$ cat src/sv/sdpf_pkg.sv
// Package for the soft disk pair force block: types, constants and helpers.
package sdpf_pkg;

   localparam int FRAC_BITS = 24;
   localparam int NUM_W     = 84;
   localparam int DEN_W     = 62;
   localparam int QUO_W     = 49;

   localparam logic [30:0] BOX_RESET   = 31'd691825279;
   localparam logic [15:0] COUNT_RESET = 16'd1024;
   localparam logic [30:0] FORCE_MAX   = 31'h7FFF_FFFF;
   localparam logic [24:0] ONE_Q       = 25'(1) << FRAC_BITS;

   typedef struct packed {
      logic               start_frame;
      logic signed [31:0] own_x;
      logic signed [31:0] own_y;
      logic signed [31:0] neighbour_x;
      logic signed [31:0] neighbour_y;
      logic [15:0]        diameter_own;
      logic [15:0]        diameter_neighbour;
   } sdpf_req_type;

   typedef struct packed {
      logic               in_contact;
      logic signed [31:0] force_x;
      logic signed [31:0] force_y;
      logic signed [47:0] energy_sum;
      logic signed [47:0] pressure_sum;
      logic signed [47:0] stress_sum;
   } sdpf_rsp_type;

   typedef struct packed {
      logic             start;
      logic [NUM_W-1:0] num;
      logic [DEN_W-1:0] den;
   } sdpf_div_req_type;

   typedef struct packed {
      logic             done;
      logic [QUO_W-1:0] quo;
   } sdpf_div_rsp_type;

   typedef enum logic [1:0] {
      CSR_BOX_LENGTH     = 2'd0,
      CSR_SHEAR_STRAIN   = 2'd1,
      CSR_PARTICLE_COUNT = 2'd2
   } sdpf_csr_type;

   typedef enum logic [1:0] {
      WRAP_NONE = 2'd0,
      WRAP_SUB  = 2'd1,
      WRAP_ADD  = 2'd2
   } sdpf_wrap_type;

   typedef enum logic [4:0] {
      ST_IDLE, ST_SHIFT, ST_WRAPY, ST_WRAPYX, ST_WRAPX, ST_CHECK,
      ST_DD, ST_YY, ST_AA, ST_SQRT, ST_RSET, ST_R, ST_GSET, ST_G,
      ST_GXL, ST_GXH, ST_FX, ST_GYL, ST_GYH, ST_FY, ST_DYM, ST_ADR, ST_SQ,
      ST_GG, ST_EN, ST_LL, ST_RG, ST_PR, ST_SG, ST_STR, ST_DONE
   } sdpf_state_type;

   // acc +/- min(q, 2^48), clamped to the 48 bit signed range
   function automatic logic signed [47:0] sat_add(input logic signed [47:0] acc,
                                                   input logic [QUO_W-1:0] q,
                                                   input logic neg);
      logic [48:0]        mag;
      logic signed [49:0] v;
      mag = q[48] ? 49'h1_0000_0000_0000 : q;
      if (neg) begin
         v = {{2{acc[47]}}, acc} - $signed({1'b0, mag});
      end else begin
         v = {{2{acc[47]}}, acc} + $signed({1'b0, mag});
      end
      if (v > 50'sh0_7FFF_FFFF_FFFF) begin
         sat_add = 48'sh7FFF_FFFF_FFFF;
      end else if (v < -50'sh0_8000_0000_0000) begin
         sat_add = 48'sh8000_0000_0000;
      end else begin
         sat_add = v[47:0];
      end
   endfunction

endpackage

$ cat src/sv/sdpf_div.sv
// Restoring divider, one quotient bit per cycle, saturating quotient.
module sdpf_div import sdpf_pkg::*; (
   input  logic             clock,
   input  logic             reset,
   input  sdpf_div_req_type div_req,
   output sdpf_div_rsp_type div_rsp
);

   logic             busy_ff, busy_in;
   logic             done_ff, done_in;
   logic [5:0]       cnt_ff, cnt_in;
   logic [DEN_W-1:0] rem_ff, rem_in;
   logic [DEN_W-1:0] den_ff, den_in;
   logic [QUO_W-1:0] low_ff, low_in;
   logic [QUO_W-1:0] q_ff, q_in;
   logic [DEN_W-1:0] hi;
   logic [DEN_W:0]   rs;

   always_ff @(posedge clock) begin
      if (reset) begin
         busy_ff <= 1'b0;
         done_ff <= 1'b0;
      end else begin
         busy_ff <= busy_in;
         done_ff <= done_in;
      end
      cnt_ff <= cnt_in;
      rem_ff <= rem_in;
      den_ff <= den_in;
      low_ff <= low_in;
      q_ff   <= q_in;
   end

   assign hi = DEN_W'(div_req.num[NUM_W-1:QUO_W]);
   assign rs = {rem_ff, low_ff[QUO_W-1]};

   always_comb begin
      busy_in = busy_ff;
      done_in = 1'b0;
      cnt_in  = cnt_ff;
      rem_in  = rem_ff;
      den_in  = den_ff;
      low_in  = low_ff;
      q_in    = q_ff;
      if (busy_ff) begin
         if (rs >= {1'b0, den_ff}) begin
            rem_in = DEN_W'(rs - {1'b0, den_ff});
            q_in   = {q_ff[QUO_W-2:0], 1'b1};
         end else begin
            rem_in = rs[DEN_W-1:0];
            q_in   = {q_ff[QUO_W-2:0], 1'b0};
         end
         low_in = {low_ff[QUO_W-2:0], 1'b0};
         cnt_in = cnt_ff + 6'd1;
         if (cnt_ff == 6'(QUO_W - 1)) begin
            busy_in = 1'b0;
            done_in = 1'b1;
         end
      end else if (div_req.start) begin
         if (hi >= div_req.den) begin
            // quotient does not fit: report all ones
            q_in    = '1;
            done_in = 1'b1;
         end else begin
            rem_in  = hi;
            low_in  = div_req.num[QUO_W-1:0];
            den_in  = div_req.den;
            cnt_in  = '0;
            busy_in = 1'b1;
         end
      end
   end

   assign div_rsp.done = done_ff;
   assign div_rsp.quo  = q_ff;

endmodule

$ cat config.mk
export PLATFORM = sky130hd
export DESIGN_NAME = sdpf_div
export DESIGN_NICKNAME = d
export VERILOG_FILES = /design/src/sv/sdpf_pkg.sv /design/src/sv/sdpf_div.sv
export SDC_FILE = /design/constraint.sdc
export NUM_CORES = 1
export LEC_CHECK = 0
export BUFFER_PORTS_ARGS = -buffer_cell sky130_fd_sc_hd__clkbuf_2
export CORE_ASPECT_RATIO = 0.75
export CORE_MARGIN = 2
export CORE_UTILIZATION = 45
export DETAILED_ROUTE_END_ITERATION = 6
export MAX_ROUTING_LAYER = met4
export PLACE_DENSITY = 0.7
export SYNTH_ARGS = -nofsm -noshare
export SYNTH_HDL_FRONTEND = slang
export SYNTH_SLANG_ARGS = --single-unit
$ cat constraint.sdc
create_clock -name clock -period 14.1 [get_ports clock]
set_input_delay 2.82 -clock clock [delete_from_list [all_inputs] [get_ports clock]]
set_output_delay 2.82 -clock clock [all_outputs]
set_load 0.1 [all_outputs]
### Word-level counts from Yosys, hierarchy flattened

Index checks and enable logic that the tools add are counted.
Widths: inputs -> output; s select.

* logic and storage cells: 44
* memory bits (read-only): 0
* bits in latches: 0
* memory bits (writable): 0
* register bits after elaboration: 230
* bits of input ports: 149
* memories: 0
* output and inout bits: 50

* shift-type cells: 0
* equality and inequality tests: 2
* add/subtract/negate cells: 2
* $mul: 0
* reductions and logical operators: 6
* bitwise gates (word level): 2
* multiplexer cells: 22
* magnitude comparators: 2
* div/mod/pow operators: 0

Operators by type and width (count)
* $mux 49: 6
* $mux 62: 4
* $ge 63x62->1: 1
* $ge 35x62->1: 1
* $sub 62x62->62: 1
* $mux 6: 3
* $mux 1: 9
* $add 6x1->6 const B: 1
* $eq 6x6->1 const B: 1
* $reduce_and 2->1: 3
* $reduce_bool 2->1: 2
* $reduce_and 3->1: 1
* $ne 2x2->1 const B: 1
* $not 1->1: 2

### Longest topological paths before layout

* word-level depth: 4
* gate-level depth with buffers: 15
* depth with buffers taken out: 14

### Least setup slack after synthesis

OpenSTA, ideal clock, no wires.

* path type: input to register
* from: in div_req[11] (netlist bit)
* to: reg q_ff[0] (enable)
* required time: 13.577 ns
* setup slack: 5.702 ns
* path buffers: 0
* arrival time: 7.874 ns
* cell stages on the path: 11
* cells stage by stage: inv_1 -> ha_1 -> nand4_1 -> or2_2 -> nor3_1 -> a21oi_1 -> o211ai_1 -> a221o_1 -> nand4_1 -> a211o_1 -> o21ai_0

* word-level cells in the longest chain between the ends: 3

Ends and longest elaborated chain
* from (decl): RTL line sdpf_div.sv:5 `input sdpf_div_req_type div_req,`
* $ge 35x62->1: RTL line sdpf_div.sv:60 `if (hi >= div_req.den) begin`
* $reduce_bool 2->1 (no line)
* $reduce_and 2->1 (no line)
* to (signal assigned): RTL line sdpf_div.sv:31 `q_ff <= q_in;`
* to (decl): RTL line sdpf_div.sv:15 `logic [QUO_W-1:0] q_ff, q_in;`

Every way passes these cells.
A chain may end at the register's enable or synchronous reset.

### Final worst setup path

* from: in div_req[7] (netlist bit)
* to: reg rem_ff[34] (enable)

* word-level cells in the longest chain between the ends: 3

Ends and longest elaborated chain
* $ge 35x62->1: RTL line sdpf_div.sv:60
* $ne 2x2->1 (no line)
* $reduce_and 2->1 (no line)
* to (signal assigned): RTL line sdpf_div.sv:28 `rem_ff <= rem_in;`
* to (decl): RTL line sdpf_div.sv:12 `logic [DEN_W-1:0] rem_ff, rem_in;`

Every way passes these cells.

==> impl_metrics.tcl <==
set metrics [dict create \
    ctsHoldBuffers 0 \
    synth_seq_cells 230 \
    worst_pin_slew_ns 1.047 \
    grt_overflow 0 \
    cp-start-kind "input pin" \
    power_density_mw_per_mm2 133.4 \
    num-nets-final 1724 \
    r2r_end "rem_ff[9]" \
    cts_tree "yes" \
    p_switching_mw 0.6802 \
    fin_hold_ws_ns 0.4939 \
    cts-root-buf "clkbuf_16" \
    cpMaxStageDelayCell "buf_4" \
    area_delta_synth_final_pct 14.52 \
    synth_edf_count 227 \
    track_usage_pct 21.31 \
    ys_types 69 \
    dr_total_vias 10600 \
    core_area_mm2 0.03035 \
    antenna_found_initial 2 \
    fin_ws_ns 7.671 \
    synthCells 1307 \
    final.setup.tns_ns 0 \
    synthMostInstantiatedCell "edfxtp_1" \
    ys_seq_area_share_pct 49.24 \
    crit_end "rem_ff[34]" \
    fp.dieW_um 207.4 \
    setup-violations-final 0 \
    htree_levels 1 \
    endpoint_kind "register" \
    fin_worst_skew_ns 0.01357 \
    synth_largest_area_cell "edfxtp_1" \
    first_pass_iters 6 \
    grt_pass1_vias 10170 \
    power_frac_clock_pct 31.0 \
    sw_frac_of_total_pct 31.89 \
    cpPeakStageDelay_ns 0.84 \
    power.internal_mw 1.453 \
    ant_nets 0 \
    pwr-share-comb_pct 28.5 \
    grt_setup_unrepaired "no" \
    viasPerCell 5.598 \
    rr_startpoint "rem_ff[18]" \
    syn_nets 1556 \
    maxSlewViolCount 0 \
    synth_top_area_share_pct 48.81 \
    hold_violations 0 \
    ios 199 \
    maxCapViolCount 0 \
    cp_max_fo 73 \
    post-route-drc-count 0 \
    max_slew_margin_pct 30.17 \
    clkLatencyLatePin_ns 0.55 \
    grt_pass1_wl_um 54110 \
    static-leakage-power_nw 6.717 \
    wire_per_inst_um 18.18 \
    ir_drop_mv 0.1014 \
    syn_area_per_cell_um2 10.68 \
    num_rows 55 \
    path_cells "clkbuf_2 > inv_1 > ha_1 > a21o_1 > a21o_1 > a21oi_1 > o221ai_1 > a221o_1 > nand4_1 > a211o_1 > a21oi_1 > inv_4 > buf_4" \
    grt_max_degree 102 \
    critPathLaunch "div_req[7]" \
    post-route-min-period_ns 6.429 \
    yosysWarnings 0 \
    routed_wirelength_um 34440 \
    required_ns 14.26 \
    die_y_um 156.6 \
    io_buffers 198 \
    start_util_pct 46.02 \
    rrSetupSlack_ns 9.18 \
    drt_iter0_drc 892 \
    dp_hpwl_um 25140 \
    critPathKind "in -> reg" \
    status "completed" \
    seqPwrFrac_pct 40.5 \
    place.gp.congestion 0.8968 \
    hold_class "reg -> reg" \
    synth_common_cells "edfxtp_1 (227), inv_1 (124), a21oi_1 (119)" \
    cts_made_buffers 25 \
    async_flop_share_pct 0 \
    cts_setup_buffers 0 \
    cts_sinks 230 \
    crit_arrival_ns 6.59 \
    place_ws_ns 7.140 \
    drive_gt1_share_pct 17.68 \
    postCtsResizedCells 0 \
    yosys_most_used_dff "edfxtp_1" \
    max_freq_mhz 155.5 \
    clock_path_buffers 3 \
    clk_pin_slew_ns 0.06 \
    syn_area_mm2 0.01396 \
    ff2ff_path_depth 12 \
    period_share_pct 45.60 \
    synth_area_leaders "edfxtp_1 (49%), ha_1 (8.9%), a21oi_1 (4.3%)" \
    die_area_mm2 0.03247 \
]
## layer usage
metal,vias to the layer above,global-route usage (%),routed length (um)
li1,5168,-,-
met1,5036,30.33,16440
met2,352,30.86,14690
met3,46,5.579,2771
met4,0,3.878,537
met5,-,-,0
## flip-flops by register name (all words and copies together) (netlist names)
| name | cells |
|---|---|
| den_ff | 62 |
| rem_ff | 62 |
| low_ff | 49 |
| q_ff | 49 |
| cnt_ff | 6 |
| busy_ff | 1 |
| done_ff | 1 |
## logic make-up (layout without fill, tap and decap cells)
logic type               count (synthesis)  count (layout)  share of synthesized area [%]
AND/OR/NAND/NOR                        328             328                          11.68
XOR/XNOR                                61              61                          3.826
other                                    0               2                              0
multiplexers                            49              49                          3.521
AO/OA/AOI/OAI                          351             351                          16.82
buffers and inverters                  188             374                          5.896
flip-flops                             230             230                          49.24
adder cells (fa/ha/maj)                100             100                          9.014
## power by group through the flow
stage / sequential, mW / combinational (mW) / clock (mW)
floorplan: 0.876 / 0.471 / 0
global placement: 0.876 / 0.585 / 0
detailed placement: 0.877 / 0.597 / 0
CTS: 0.864 / 0.601 / 0.675
global route: 0.871 / 0.671 / 0.703
finish: 0.864 / 0.608 / 0.660
## cell type report
class | count | area [um^2]
Sequential cell | 230 | 6880
Clock buffer | 31 | 678.2
Tap cell | 399 | 499.2
Clock inverter | 14 | 141.4
Timing Repair Buffer | 204 | 1036
Fill cell | 2656 | 14360
Antenna cell | 2 | 5.005
Multi-Input combinational cell | 889 | 6281
Inverter | 125 | 471.7
## worst min path at each step
stage                    from   endpoint  slack [ns]  depth (start not counted)
finish              low_ff[0]  low_ff[0]        0.49                          1
global route        low_ff[0]  low_ff[0]        0.53                          1
CTS                 low_ff[0]  low_ff[0]        0.50                          1
detailed placement  low_ff[0]  low_ff[0]        0.47                          1
global placement    low_ff[0]  low_ff[0]        0.48                          1
floorplan           low_ff[0]  low_ff[0]        0.44                          1
## metrics by stage
step,std cells,instance area [um^2],power (mW),util [%]
2_1_floorplan,1307,13960,1.348,-
3_3_place_gp,1847,15170,1.462,49.98
3_5_place_dp,1847,15170,1.474,49.98
4_1_cts,1892,15990,2.140,52.68
5_1_grt,1894,15990,2.245,52.70
6_report,1894,15990,2.133,52.70
## critical path: cells and delay by family
family | cells | cell delay (ns)
AOI/OAI and AO/OA | 7 | 1.73
and+or+nand+nor | 1 | 0.12
adders and majority gates | 1 | 0.31
buffers and inverters | 4 | 1.45
## cells in the final DEF, fill, tap and decap left out, types with 7 or more instances in the layout
cell,instances
nor2_1,98
clkbuf_16,25
nand2_1,72
xor2_1,24
a211oi_1,14
nand2b_1,53
o21ai_0,41
a31oi_1,7
clkbuf_2,198
nor3_1,11
a21o_1,31
nand4_1,35
nand3_1,9
o21bai_1,13
a22o_1,51
nor4_1,11
xnor2_1,37
edfxtp_1,227
ha_1,99
mux2i_1,48
o31ai_1,8
inv_1,123
o211ai_1,8
o22ai_1,8
a21oi_1,119
Power figures use the tool's default switching activity.
